===== src/hw/rtl/wildcard_byte_signature_scanner_core_defines.svh =====
// ----------------------------------------------------------------------------
// Wildcard byte signature scanner: assertion macros
// Shared assertion forms. Each expects clk and rst_n in the calling scope.
// ----------------------------------------------------------------------------
`ifndef WILDCARD_BYTE_SIGNATURE_SCANNER_CORE_DEFINES_SVH
`define WILDCARD_BYTE_SIGNATURE_SCANNER_CORE_DEFINES_SVH

// The consequent must hold in the same cycle as the antecedent.
`define WBSS_ASSERT_SAME(label, ante, cons, msg) \
    label: assert property (@(posedge clk) disable iff (!rst_n) (ante) |-> (cons)) \
        else $error(msg);

// The consequent must hold in the cycle after the antecedent.
`define WBSS_ASSERT_NEXT(label, ante, cons, msg) \
    label: assert property (@(posedge clk) disable iff (!rst_n) (ante) |=> (cons)) \
        else $error(msg);

`endif


===== src/hw/rtl/wbss_pkg.sv =====
// ----------------------------------------------------------------------------
// Wildcard byte signature scanner package
// Word types, register indexes and sizing constants shared by all modules.
// ----------------------------------------------------------------------------
package wbss_pkg;

    // Default depth of the byte window.
    localparam int MAX_PATTERN_BYTES = 16;
    // Signature bytes held by the pattern registers.
    localparam int PATTERN_BYTES     = 16;
    localparam int PATTERN_IDX_W     = 4;
    localparam int COUNT_W           = 32;
    localparam int ADDR_W            = 64;
    localparam int CFG_DATA_W        = 64;
    localparam int CFG_INDEX_W       = 4;
    // Entries in the event queue between front and back.
    localparam int QUEUE_DEPTH       = 2;

    typedef enum logic [CFG_INDEX_W-1:0] {
        CFG_PATTERN_LOW    = 4'd0,
        CFG_PATTERN_HIGH   = 4'd1,
        CFG_CARE_MASK      = 4'd2,
        CFG_PATTERN_LENGTH = 4'd3,
        CFG_RESULT_OFFSET  = 4'd4,
        CFG_REGION_BASE    = 4'd5,
        CFG_SCAN_LIMIT     = 4'd6,
        CFG_SUBTRACT_BASE  = 4'd7
    } cfg_index_t;

    typedef struct packed {
        logic [7:0] data_byte;
        logic       last_byte;
    } scan_word_t;

    typedef struct packed {
        logic              found;
        logic [ADDR_W-1:0] match_address;
    } result_word_t;

    // What the front hands to the back: a hit with its start offset, or the
    // end of a region that had no hit.
    typedef struct packed {
        logic               found;
        logic [COUNT_W-1:0] start;
    } scan_event_t;

endpackage


===== src/hw/rtl/wildcard_byte_signature_scanner_core.sv =====
// ----------------------------------------------------------------------------
// Wildcard byte signature scanner core
// Streams the bytes of a memory region and reports the first start offset at
// which a signature with wildcard positions matches, or that none matched.
// ----------------------------------------------------------------------------
//
//  Channel   Direction  Handshake                 Word
//  --------  ---------  ------------------------  ---------------------------
//  scan      in         scan_valid / scan_stall   data_byte, last_byte
//  result    out        result_valid/result_stall found, match_address
//  cfg       in         cfg_valid / cfg_ready     cfg_index, cfg_data
//
// One byte is taken every cycle while scan_stall is low; the window
// compare is a single parallel stage in the front, so the sustained
// rate is one word per clock. A result passes the front, which classifies
// the byte, the two-entry event queue, which holds it, and the back, which
// adds the address into the output register.
// scan_stall is high while the event queue is full, for the first cycle out
// of reset, and for one cycle after each configuration write, while the
// aligned signature and address base registers take up the new values.
// Reset clears the configuration to its defaults and the search state.
//
// ----------------------------------------------------------------------------
`include "wildcard_byte_signature_scanner_core_defines.svh"

module wildcard_byte_signature_scanner_core #(
    parameter int MAX_PATTERN_BYTES = wbss_pkg::MAX_PATTERN_BYTES
) (
    input  logic                                 clk,
    input  logic                                 rst_n,

    input  logic                                 scan_valid,
    output logic                                 scan_stall,
    input  wbss_pkg::scan_word_t                 scan_data,

    output logic                                 result_valid,
    input  logic                                 result_stall,
    output wbss_pkg::result_word_t               result_data,

    input  logic                                 cfg_valid,
    output logic                                 cfg_ready,
    input  logic [wbss_pkg::CFG_INDEX_W-1:0]     cfg_index,
    input  logic [wbss_pkg::CFG_DATA_W-1:0]      cfg_data
);

    localparam int LEN_W = $clog2(MAX_PATTERN_BYTES + 1);
    localparam int AW    = wbss_pkg::ADDR_W;
    localparam int CW    = wbss_pkg::COUNT_W;

    // Configuration registers.
    logic [63:0]   pattern_low_reg;
    logic [63:0]   pattern_high_reg;
    logic [15:0]   care_mask_reg;
    logic [4:0]    pattern_length_reg;
    logic [31:0]   result_offset_reg;
    logic [AW-1:0] region_base_reg;
    logic [CW-1:0] scan_limit_reg;
    logic          subtract_base_reg;

    // Values derived from the configuration, registered so that the front
    // compares every window position against a fixed expected byte.
    logic [MAX_PATTERN_BYTES*8-1:0] expect_bytes_reg, expect_bytes_next;
    logic [MAX_PATTERN_BYTES-1:0]   expect_care_reg, expect_care_next;
    logic [LEN_W-1:0]               length_m1_reg, length_m1_next;
    logic [AW-1:0]                  offset_base_reg, offset_base_next;
    logic                           settle_reg;

    logic                           cfg_write;
    logic                           scan_take;
    logic                           queue_full;
    logic                           queue_not_empty;
    logic                           queue_pop;
    logic                           front_push;
    wbss_pkg::scan_event_t          front_event;
    wbss_pkg::scan_event_t          queue_head;

    logic [127:0]                   pattern_all;
    logic                           length_zero;
    logic [LEN_W-1:0]               length_eff;

    assign cfg_ready = 1'b1;
    assign cfg_write = cfg_valid && cfg_ready;

    always_ff @(posedge clk or negedge rst_n)
    begin
        if (!rst_n)
        begin
            pattern_low_reg    <= '0;
            pattern_high_reg   <= '0;
            care_mask_reg      <= '0;
            pattern_length_reg <= 5'd1;
            result_offset_reg  <= '0;
            region_base_reg    <= '0;
            scan_limit_reg     <= '0;
            subtract_base_reg  <= 1'b0;
        end
        else if (cfg_write)
        begin
            case (cfg_index)
                wbss_pkg::CFG_PATTERN_LOW:    pattern_low_reg    <= cfg_data;
                wbss_pkg::CFG_PATTERN_HIGH:   pattern_high_reg   <= cfg_data;
                wbss_pkg::CFG_CARE_MASK:      care_mask_reg      <= cfg_data[15:0];
                wbss_pkg::CFG_PATTERN_LENGTH: pattern_length_reg <= cfg_data[4:0];
                wbss_pkg::CFG_RESULT_OFFSET:  result_offset_reg  <= cfg_data[31:0];
                wbss_pkg::CFG_REGION_BASE:    region_base_reg    <= cfg_data;
                wbss_pkg::CFG_SCAN_LIMIT:     scan_limit_reg     <= cfg_data[CW-1:0];
                wbss_pkg::CFG_SUBTRACT_BASE:  subtract_base_reg  <= cfg_data[0];
                default: ;
            endcase
        end
    end

    // A length of zero compares nothing and behaves as a length of one; a
    // length beyond the window saturates to the window depth.
    assign pattern_all = {pattern_high_reg, pattern_low_reg};
    assign length_zero = (pattern_length_reg == 5'd0);

    always_comb
    begin
        if (length_zero)
        begin
            length_eff = LEN_W'(1);
        end
        else if (32'(pattern_length_reg) > 32'(MAX_PATTERN_BYTES))
        begin
            length_eff = LEN_W'(MAX_PATTERN_BYTES);
        end
        else
        begin
            length_eff = LEN_W'(pattern_length_reg);
        end
        length_m1_next = length_eff - LEN_W'(1);
    end

    // Window position j holds the byte that lines up with signature byte
    // (length - 1 - j). Positions past the signature registers are wildcards.
    always_comb
    begin
        int sig_pos;
        sig_pos = 0;
        for (int j = 0; j < MAX_PATTERN_BYTES; j++)
        begin
            sig_pos = 32'(length_m1_next) - j;
            expect_bytes_next[j*8 +: 8] = pattern_all[sig_pos[3:0]*8 +: 8];
            expect_care_next[j] = !length_zero && (sig_pos >= 0)
                                && (sig_pos < wbss_pkg::PATTERN_BYTES)
                                && care_mask_reg[sig_pos[wbss_pkg::PATTERN_IDX_W-1:0]];
        end
    end

    assign offset_base_next = (subtract_base_reg ? '0 : region_base_reg)
                            + AW'(result_offset_reg);

    always_ff @(posedge clk or negedge rst_n)
    begin
        if (!rst_n)
        begin
            settle_reg <= 1'b1;
        end
        else
        begin
            settle_reg <= cfg_write;
        end
    end

    always_ff @(posedge clk)
    begin
        expect_bytes_reg <= expect_bytes_next;
        expect_care_reg  <= expect_care_next;
        length_m1_reg    <= length_m1_next;
        offset_base_reg  <= offset_base_next;
    end

    // The front waits for room in the queue and for the configuration to settle, never for the output.
    assign scan_stall = queue_full || settle_reg;
    assign scan_take  = scan_valid && !scan_stall;

    wbss_front #(
        .MAX_PATTERN_BYTES (MAX_PATTERN_BYTES),
        .LEN_W             (LEN_W)
    ) u_front (
        .clk          (clk),
        .rst_n        (rst_n),
        .take         (scan_take),
        .scan_word    (scan_data),
        .expect_bytes (expect_bytes_reg),
        .expect_care  (expect_care_reg),
        .length_m1    (length_m1_reg),
        .scan_limit   (scan_limit_reg),
        .push         (front_push),
        .push_event   (front_event)
    );

    wbss_queue u_queue (
        .clk        (clk),
        .rst_n      (rst_n),
        .push       (front_push),
        .push_event (front_event),
        .pop        (queue_pop),
        .full       (queue_full),
        .not_empty  (queue_not_empty),
        .head_event (queue_head)
    );

    wbss_back u_back (
        .clk          (clk),
        .rst_n        (rst_n),
        .event_valid  (queue_not_empty),
        .head_event   (queue_head),
        .offset_base  (offset_base_reg),
        .pop          (queue_pop),
        .result_valid (result_valid),
        .result_stall (result_stall),
        .result_data  (result_data)
    );

    `WBSS_ASSERT_NEXT(a_core_settle_after_cfg, cfg_write, scan_stall,
        "byte taken before the configuration settled")
    `WBSS_ASSERT_SAME(a_core_no_address_on_miss,
        result_valid && !result_data.found, result_data.match_address == '0,
        "nonzero address reported for a region without a match")

endmodule


===== src/hw/rtl/wbss_queue.sv =====
// ----------------------------------------------------------------------------
// Wildcard byte signature scanner event queue
// Small register FIFO that decouples the front from the back.
// ----------------------------------------------------------------------------
`include "wildcard_byte_signature_scanner_core_defines.svh"

module wbss_queue (
    input  logic                 clk,
    input  logic                 rst_n,
    input  logic                 push,
    input  wbss_pkg::scan_event_t push_event,
    input  logic                 pop,
    output logic                 full,
    output logic                 not_empty,
    output wbss_pkg::scan_event_t head_event
);

    localparam int DEPTH = wbss_pkg::QUEUE_DEPTH;
    localparam int PTR_W = (DEPTH > 1) ? $clog2(DEPTH) : 1;
    localparam int CNT_W = $clog2(DEPTH + 1);

    wbss_pkg::scan_event_t entry_reg [DEPTH];
    logic [PTR_W-1:0] wr_ptr_reg, wr_ptr_next;
    logic [PTR_W-1:0] rd_ptr_reg, rd_ptr_next;
    logic [CNT_W-1:0] count_reg, count_next;

    function automatic logic [PTR_W-1:0] ptr_inc(input logic [PTR_W-1:0] p);
        ptr_inc = (p == PTR_W'(DEPTH - 1)) ? '0 : p + PTR_W'(1);
    endfunction

    assign full       = (count_reg == CNT_W'(DEPTH));
    assign not_empty  = (count_reg != '0);
    assign head_event = entry_reg[rd_ptr_reg];

    always_comb
    begin
        wr_ptr_next = push ? ptr_inc(wr_ptr_reg) : wr_ptr_reg;
        rd_ptr_next = pop ? ptr_inc(rd_ptr_reg) : rd_ptr_reg;
        count_next  = count_reg;
        if (push && !pop)
        begin
            count_next = count_reg + CNT_W'(1);
        end
        else if (pop && !push)
        begin
            count_next = count_reg - CNT_W'(1);
        end
    end

    always_ff @(posedge clk or negedge rst_n)
    begin
        if (!rst_n)
        begin
            wr_ptr_reg <= '0;
            rd_ptr_reg <= '0;
            count_reg  <= '0;
        end
        else
        begin
            wr_ptr_reg <= wr_ptr_next;
            rd_ptr_reg <= rd_ptr_next;
            count_reg  <= count_next;
        end
    end

    always_ff @(posedge clk)
    begin
        if (push)
        begin
            entry_reg[wr_ptr_reg] <= push_event;
        end
    end

    `WBSS_ASSERT_SAME(a_queue_no_overflow, push, count_reg != CNT_W'(DEPTH),
        "event pushed into a full queue")
    `WBSS_ASSERT_SAME(a_queue_no_underflow, pop, count_reg != '0,
        "event popped from an empty queue")

endmodule


===== src/hw/rtl/wbss_front.sv =====
// ----------------------------------------------------------------------------
// Wildcard byte signature scanner front
// Keeps the byte window and offset count, and classifies each byte as a hit,
// a region end without a hit, or nothing.
// ----------------------------------------------------------------------------
`include "wildcard_byte_signature_scanner_core_defines.svh"

module wbss_front #(
    parameter int MAX_PATTERN_BYTES = wbss_pkg::MAX_PATTERN_BYTES,
    parameter int LEN_W             = $clog2(MAX_PATTERN_BYTES + 1)
) (
    input  logic                           clk,
    input  logic                           rst_n,
    input  logic                           take,
    input  wbss_pkg::scan_word_t           scan_word,
    input  logic [MAX_PATTERN_BYTES*8-1:0] expect_bytes,
    input  logic [MAX_PATTERN_BYTES-1:0]   expect_care,
    input  logic [LEN_W-1:0]               length_m1,
    input  logic [wbss_pkg::COUNT_W-1:0]   scan_limit,
    output logic                           push,
    output wbss_pkg::scan_event_t          push_event
);

    localparam int CW = wbss_pkg::COUNT_W;

    logic [7:0]    window_reg [MAX_PATTERN_BYTES];
    logic [7:0]    window_new [MAX_PATTERN_BYTES];
    logic [CW-1:0] seen_reg, seen_next;
    logic          done_reg, done_next;
    logic          active;
    logic          in_range;
    logic          window_hit;
    logic          hit;
    logic [CW-1:0] start;

    // Window position 0 holds the newest byte.
    always_comb
    begin
        window_new[0] = scan_word.data_byte;
        for (int j = 1; j < MAX_PATTERN_BYTES; j++)
        begin
            window_new[j] = window_reg[j-1];
        end
    end

    // The expected bytes are already aligned to window positions, so every
    // compare sits at a fixed place.
    always_comb
    begin
        window_hit = 1'b1;
        for (int j = 0; j < MAX_PATTERN_BYTES; j++)
        begin
            if (expect_care[j] && (window_new[j] != expect_bytes[j*8 +: 8]))
            begin
                window_hit = 1'b0;
            end
        end
    end

    assign active   = !done_reg && (seen_reg != '1);
    assign start    = seen_reg - CW'(length_m1);
    assign in_range = (seen_reg >= CW'(length_m1)) && (start < scan_limit);
    assign hit      = active && in_range && window_hit;

    assign push             = take && (hit || (scan_word.last_byte && !done_reg));
    assign push_event.found = hit;
    assign push_event.start = start;

    always_comb
    begin
        seen_next = seen_reg;
        done_next = done_reg;
        if (take)
        begin
            if (scan_word.last_byte)
            begin
                seen_next = '0;
                done_next = 1'b0;
            end
            else
            begin
                seen_next = active ? seen_reg + CW'(1) : seen_reg;
                done_next = done_reg || hit;
            end
        end
    end

    always_ff @(posedge clk or negedge rst_n)
    begin
        if (!rst_n)
        begin
            seen_reg <= '0;
            done_reg <= 1'b0;
        end
        else
        begin
            seen_reg <= seen_next;
            done_reg <= done_next;
        end
    end

    // Only positions up to the length, all filled within the current region,
    // are ever compared, so the window needs no clearing.
    always_ff @(posedge clk)
    begin
        if (take)
        begin
            for (int j = 0; j < MAX_PATTERN_BYTES; j++)
            begin
                window_reg[j] <= window_new[j];
            end
        end
    end

    `WBSS_ASSERT_NEXT(a_front_hit_ends_search, take && hit && !scan_word.last_byte,
        done_reg, "search still open after a reported hit")
    `WBSS_ASSERT_SAME(a_front_one_result, take && done_reg && !scan_word.last_byte,
        !push, "result raised after the region was already answered")

endmodule


===== src/hw/rtl/wbss_back.sv =====
// ----------------------------------------------------------------------------
// Wildcard byte signature scanner back
// Turns queued events into result words and holds them in the output register.
// ----------------------------------------------------------------------------
module wbss_back (
    input  logic                         clk,
    input  logic                         rst_n,
    input  logic                         event_valid,
    input  wbss_pkg::scan_event_t        head_event,
    input  logic [wbss_pkg::ADDR_W-1:0]  offset_base,
    output logic                         pop,
    output logic                         result_valid,
    input  logic                         result_stall,
    output wbss_pkg::result_word_t       result_data
);

    localparam int AW = wbss_pkg::ADDR_W;

    logic                   valid_reg, valid_next;
    wbss_pkg::result_word_t data_reg, data_next;

    assign pop = event_valid && (!valid_reg || !result_stall);

    always_comb
    begin
        valid_next = valid_reg;
        data_next  = data_reg;
        if (pop)
        begin
            valid_next               = 1'b1;
            data_next.found          = head_event.found;
            data_next.match_address  = head_event.found
                                     ? offset_base + AW'(head_event.start)
                                     : '0;
        end
        else if (!result_stall)
        begin
            valid_next = 1'b0;
        end
    end

    always_ff @(posedge clk or negedge rst_n)
    begin
        if (!rst_n)
        begin
            valid_reg <= 1'b0;
        end
        else
        begin
            valid_reg <= valid_next;
        end
    end

    always_ff @(posedge clk)
    begin
        data_reg <= data_next;
    end

    assign result_valid = valid_reg;
    assign result_data  = data_reg;

endmodule

===== config.mk =====
export PLATFORM = sky130hd
export DESIGN_NAME = wildcard_byte_signature_scanner_core
export DESIGN_NICKNAME = d
export VERILOG_FILES = /design/src/hw/rtl/wbss_pkg.sv /design/src/hw/rtl/wildcard_byte_signature_scanner_core.sv /design/src/hw/rtl/wbss_queue.sv /design/src/hw/rtl/wbss_front.sv /design/src/hw/rtl/wbss_back.sv
export VERILOG_INCLUDE_DIRS = /design/src /design/src/hw/rtl
export SDC_FILE = /design/constraint.sdc
export NUM_CORES = 1
export LEC_CHECK = 0
export ABC_AREA = 0
export BUFFER_PORTS_ARGS = -buffer_cell sky130_fd_sc_hd__buf_2
export CORE_MARGIN = 2
export CORE_UTILIZATION = 60
export DETAILED_ROUTE_END_ITERATION = 16
export PLACE_DENSITY = 0.78
export SYNTH_ARGS = -nofsm -noshare
export SYNTH_HDL_FRONTEND = slang
export SYNTH_SLANG_ARGS = --single-unit

===== constraint.sdc =====
create_clock -name clk -period 15.8 [get_ports clk]
set_clock_uncertainty 0.05 [all_clocks]
set_input_delay 0.79 -clock clk [delete_from_list [all_inputs] [get_ports clk]]
set_output_delay 0.79 -clock clk [all_outputs]
set_load 0.1 [all_outputs]

Word-level counts from Yosys, hierarchy flattened:

Memories as Yosys holds them, arrays and structs flattened.
Cells that the tools add are included.

* bits in latches: 0
* memory bits (writable): 194
* memories kept: 2
* flip-flop bits (word level): 595
* output and inout port bits: 68
* bits in read-only memories: 0
* word-level logic and storage cells: 303

* div/mod/pow operators: 0
* $mul: 0
* mux-type cells: 64
* bitwise gates (word level): 0
* shift operators: 16
* reductions and logical operators: 99
* add/sub/neg operators: 24
* magnitude comparators: 51
* equality and inequality tests: 26

Memory list
* u_front.window_reg: depth 16, bits a word 8, read ports 15, clocked after Yosys merged registers in 0, wr ports 16, RTL line wbss_front.sv:26 `logic [7:0] window_reg [MAX_PATTERN_BYTES];`
* u_queue.entry_reg: depth 2, bits a word 33, read ports 1, clocked after Yosys merged registers in 0, wr ports 1, RTL line wbss_queue.sv:22 `wbss_pkg::scan_event_t entry_reg [DEPTH];`

Operators by type and width (number)
* indexed part select 128 x 8 -> 8 bit: 16
* adder 64 x 32 -> 64 bit: 2
* != test 8 bit: 16
* greater-or-equal comparator 6 x 1 -> 1 bit, second input constant: 15
* less-than comparator 6 bit, second input constant: 15
* less-than comparator 4 x 5 -> 1 bit, second input constant: 16
* logical AND 1 bit: 74
* binary-select mux 1 bit (select 4 bit): 16
* 2-to-1 mux 32 bit: 2
* 2-to-1 mux 64 bit: 1
* subtractor 5 x 4 -> 6 bit, second input constant: 8
* 2-to-1 mux 1 bit: 41
* adder 32 x 1 -> 32 bit, second input constant: 1
* greater-or-equal comparator 32 x 5 -> 1 bit: 1
* less-than comparator 32 bit: 1
* != test 32 bit, second input constant: 1
* subtractor 32 x 5 -> 32 bit: 1
* subtractor 5 x 3 -> 6 bit, second input constant: 4
* AND reduction 2 bit: 9
* == test 4 x 3 -> 1 bit, second input constant: 4
* subtractor 5 x 2 -> 6 bit, second input constant: 2
* 2-to-1 mux 5 bit: 2
* == test 4 x 2 -> 1 bit, second input constant: 2
* logical NOT 1 bit: 7
* other kinds (16): 23

Depth between registers and ports, before layout:

* depth after elaboration: 25
* depth in mapped cells: 23

Cells and area by module:

Synthesis repeated with hierarchy kept, for this count alone.

* cell total of the unflattened synthesis: 3433
* area, all modules: 41065.6 um2

Modules (own cells, without submodules)
* wildcard_byte_signature_scanner_core: area each 24817.6 um2, sequential area each 11248.3 um2, instances 1, cells each 2071
* wbss_front: area each 8560.7 um2, sequential area each 4429.2 um2, instances 1, cells each 742
* wbss_back: area each 4964.8 um2, sequential area each 1976.9 um2, instances 1, cells each 501
* wbss_queue: area each 2722.6 um2, sequential area each 2082.0 um2, instances 1, cells each 119

Worst setup path before layout:

No wires, ideal clock.

* path kind: in2reg
* start point: in scan_valid
* end point: reg u_front.seen_reg[26]
* data arrival time: 5.010 ns
* stages on the path: 6
* setup slack: 10.662 ns
* setup time: 0.078 ns
* path buffers: 0
* cells stage by stage: nand2_2 -> inv_1 -> o2111ai_1 -> or3_1 -> or3_1 -> a21oi_1

* word-level cells in the longest chain between the ends: 2

Ends and longest elaborated chain
* start: declaration: RTL line wildcard_byte_signature_scanner_core.sv:32 `input logic scan_valid,`
* logical AND 1 bit: RTL line wildcard_byte_signature_scanner_core.sv:176 `assign scan_take = scan_valid && !scan_stall;`
* via scan_take: RTL line wildcard_byte_signature_scanner_core.sv:69 `logic scan_take;`
* AND reduction 2 bit (no line)
* end signal: assignment: RTL line wbss_front.sv:97 `seen_reg <= seen_next;`
* end: declaration: RTL line wbss_front.sv:28 `logic [CW-1:0] seen_reg, seen_next;`

The timed path passes the listed nets, and every way through them passes these cells.
A chain may end at the register's enable or synchronous reset.

Worst setup path in the final report:

* start point: reg pattern_length_reg[4]
* end point: reg expect_care_reg[14]

* word-level cells in the longest chain between the ends: 9
* elaborated cells between the ends (all ways): 14
* classes of those cells: add/sub: 2; order compare: 3; mux: 4; reduce/logical: 5

Ends and longest elaborated chain
* start: declaration: RTL line wildcard_byte_signature_scanner_core.sv:54 `logic [4:0] pattern_length_reg;`
* start signal: assignment: RTL line wildcard_byte_signature_scanner_core.sv:103 `wbss_pkg::CFG_PATTERN_LENGTH: pattern_length_reg <= cfg_data[4:0];`
* > comparator 5 bit: RTL line wildcard_byte_signature_scanner_core.sv:124 `else if (32'(pattern_length_reg) > 32'(MAX_PATTERN_BYTES))`
* 2-to-1 mux 5 bit: RTL line wildcard_byte_signature_scanner_core.sv:124
* 2-to-1 mux 5 bit (*): RTL line wildcard_byte_signature_scanner_core.sv:120 `if (length_zero)`
* subtractor 5 x 1 -> 5 bit (*): RTL line wildcard_byte_signature_scanner_core.sv:132 `length_m1_next = length_eff - LEN_W'(1);`
* via length_m1_next[1]: RTL line wildcard_byte_signature_scanner_core.sv:64 `logic [LEN_W-1:0] length_m1_reg, length_m1_next;`
* subtractor 5 x 4 -> 6 bit (*): RTL line wildcard_byte_signature_scanner_core.sv:143 `sig_pos = 32'(length_m1_next) - j;`
* greater-or-equal comparator 6 x 1 -> 1 bit: RTL line wildcard_byte_signature_scanner_core.sv:145 `expect_care_next[j] = !length_zero && (sig_pos >= 0)`
* logical AND 1 bit: RTL line wildcard_byte_signature_scanner_core.sv:145
* logical AND 1 bit: RTL line wildcard_byte_signature_scanner_core.sv:146 `&& (sig_pos < wbss_pkg::PATTERN_BYTES)`
* logical AND 1 bit (*): RTL line wildcard_byte_signature_scanner_core.sv:147 `&& care_mask_reg[sig_pos[wbss_pkg::PATTERN_IDX_W-1:0]];`
* via expect_care_next[14]: RTL line wildcard_byte_signature_scanner_core.sv:63 `logic [MAX_PATTERN_BYTES-1:0] expect_care_reg, expect_care_next;`
* end signal: assignment: RTL line wildcard_byte_signature_scanner_core.sv:169 `expect_care_reg <= expect_care_next;`
* end: declaration: RTL line wildcard_byte_signature_scanner_core.sv:63

Mark *: on every way through the listed nets, which the timed path passes. The rest lies on a longest branch. The select of a mux whose other input is x is not followed.

==> qor.yml <==
status: "finished clean"
synth_cell_types: 108
crit_path_start_kind: "flip-flop"
die_h_um: 263
cap_viol_max_count: 0
ios: 150
final_area_um2: 44600
ir_drop_uv: 142
ant_nets: 0
synthTopCellsByCount: "456 x nand2_1, 418 x mux2i_1, 315 x dfrtp_1"
grt_first_pass_wirelength_um: 171000
drtIter0Drc: 3628
topRoutingLayerUsed: "met4"
gp_congestion: 0.959
slowest_stage: "ha_1"
initial_core_util_pct: 60.3
synth_edf_count: 251
ff2ff_setup_slack_ns: 10.01
num_vias: 29500
required_ns: 16.25
yosys.area.top_type: "dfrtp_1"
viasPerCell: 6.28
largest_reg_flops: 128
clockRootBuffer: "clkbuf_16"
netlist_area_um2: 40400
slew_headroom_pct: 15.2
synth-seq-cells: 781
wl_met1_um: 48300
crit_path_end_kind: "flip-flop"
cts_htree_levels: 3
synth.area.top_cells: "dfrtp_1 20%, edfxtp_1 19%, dfxtp_1 11%"
grt.overflow.total: 0
rr_endpoint: "expect_care_reg[14]"
clkSinkCount: 781
fin_crit_ns: 5.79
routed_wl_um: 114000
wl_per_cell_um: 24.4
synth_warnings: 0
critPathMaxFanout: 73
postSynthCellCount: 3670
rsz0062_at_grt: "false"
tritoncts: "yes"
fin_util_pct: 66.7
max_stage_delay_ns: 1.04
critPathMostFrequentCell: "buf_4"
period_share_pct: 36.7
p_leak_nw: 18.9
clock_path_buffers: 3
chipWidth_um: 263
power_density_nw_per_um2: 225
final_layout_size_suffix_gt1_share_pct: 17.1
post_cts_buffers: 0
hold_viol_final: 0
synthArstFlopShare_pct: 40.6
hpwl_um: 83400
hp-class: "primary input to async pin"
dr_wl_met3_um: 10000
area_growth_pct: 10.5
cts_resized: 0
synth_top_area_share_pct: 19.5
core_area_um2: 66900
clk_latency_ns: 0.66
crit_family: "buffers and inverters"
drt-pass1-iter-count: 6
worstPathArrival_ns: 6.24
crit_type: "flip-flop to flip-flop"
worstReg2RegStart: "pattern_length_reg[4]"
reg2reg_depth: 13
numCtsBuffers: 81
fin_cells: 4693
grt_max_degree: 152
worst_hold_slack_ns: 0.195
critPathBufInv: 5
rows: 95
avgSynthCellArea_um2: 11.0
crit_chain: "nor3_1 -> nor3b_2 -> a21oi_4 -> inv_2 -> buf_4 -> ha_2 -> buf_4 -> inv_2 -> buf_4 -> ha_1 -> mux2i_1 -> mux2_2 -> a2111oi_0"
ys.flop_type: "dfrtp_1"
path_clk_slew_ns: 0.06
worst_slew_pin_slew_ns: 1.27
grt_use_total_pct: 32.6
drc: 0
wl_met2_um: 51900
final_nets: 3952
dp_cells: 4541
hold_buffers: 0
syn_nets: 3871
grt_pass1_vias: 28000
place_area_um2: 41700
finalMaxSlewViolations: 0
dieArea_um2: 69400
n_antenna_cell: 0
yosys.cell_count.top_type: "nand2_1"
timing.fmax_ghz: 0.173
synth_seq_area_share_pct: 48.9
setup_viol_count_final: 0
fin_setup_tns_ns: 0
io_buffers: 148
antenna_found_initial: 3
-- final cells by class --
| class | count | area, µm² |
|---|---|---|
| timing repair buffer | 181 | 1010 |
| clock inverter | 51 | 692 |
| clock buffer | 101 | 2180 |
| fill | 5054 | 22300 |
| inverter | 92 | 350 |
| sequential | 781 | 19700 |
| multi-input combinational | 2614 | 19500 |
| tap | 873 | 1090 |
-- cell families after synthesis --
| group | Yosys count | share of synthesized area (%) |
|---|---|---|
| simple gates | 1026 | 12.4 |
| flops | 781 | 48.9 |
| mux | 695 | 18.2 |
| compound gates | 505 | 8.03 |
| buf+inv | 275 | 2.90 |
| xor+xnor | 268 | 5.89 |
| fa+ha+maj | 119 | 3.75 |
| other cells | 1 | 0.00929 |
-- routing by layer --
metal,vias up,track usage [%]
met4,0,11.3
li1,13400,-
met5,-,0
met2,1247,50.6
met3,225,7.03
met1,14600,45.5
-- stage by stage --
| stage | setup WS (ns) | total power (W) |
|---|---|---|
| finish | 10.01 | 0.0100 |
| global route | 9.54 | 0.0104 |
| CTS | 9.99 | 0.00992 |
| detailed placement | 10.03 | 0.00784 |
| global placement | 10.21 | 0.00774 |
| floorplan | 10.66 | 0.00653 |
-- worst max-delay path by stage --
stage | start | end | slack, ns | cells past startpoint
floorplan | scan_valid | u_front.seen_reg[26] | 10.66 | 6
global placement | pattern_length_reg[4] | expect_care_reg[14] | 10.21 | 13
detailed placement | pattern_length_reg[4] | expect_care_reg[14] | 10.03 | 13
CTS | pattern_length_reg[4] | expect_care_reg[14] | 9.99 | 13
global route | pattern_length_reg[4] | expect_care_reg[14] | 9.54 | 13
finish | pattern_length_reg[4] | expect_care_reg[14] | 10.01 | 13
-- report_power, final --
part | total, W | internal (W) | switching [W]
Combinational | 0.00477 | 0.00169 | 0.00308
Clock | 0.00207 | 0.00121 | 0.000857
Sequential | 0.00318 | 0.00275 | 0.000429
Total | 0.0100 | 0.00565 | 0.00437
-- placed cells by master (no fill, tap or decap), types with 25 or more instances in the layout --
cell,n
a21o_1,30
a21oi_1,113
a31oi_1,79
and3_1,91
buf_2,147
buf_4,32
clkbuf_16,82
dfrtp_1,314
dfxtp_1,213
edfxtp_1,251
ha_1,115
inv_1,82
mux2_2,273
mux2i_1,417
nand2_1,454
nand3_1,41
nand4_1,69
nor2_1,137
nor2b_1,54
nor3_1,38
o21ai_0,120
or3_1,25
xnor2_1,205
xor2_1,57
(Power assumes the default switching activity.)
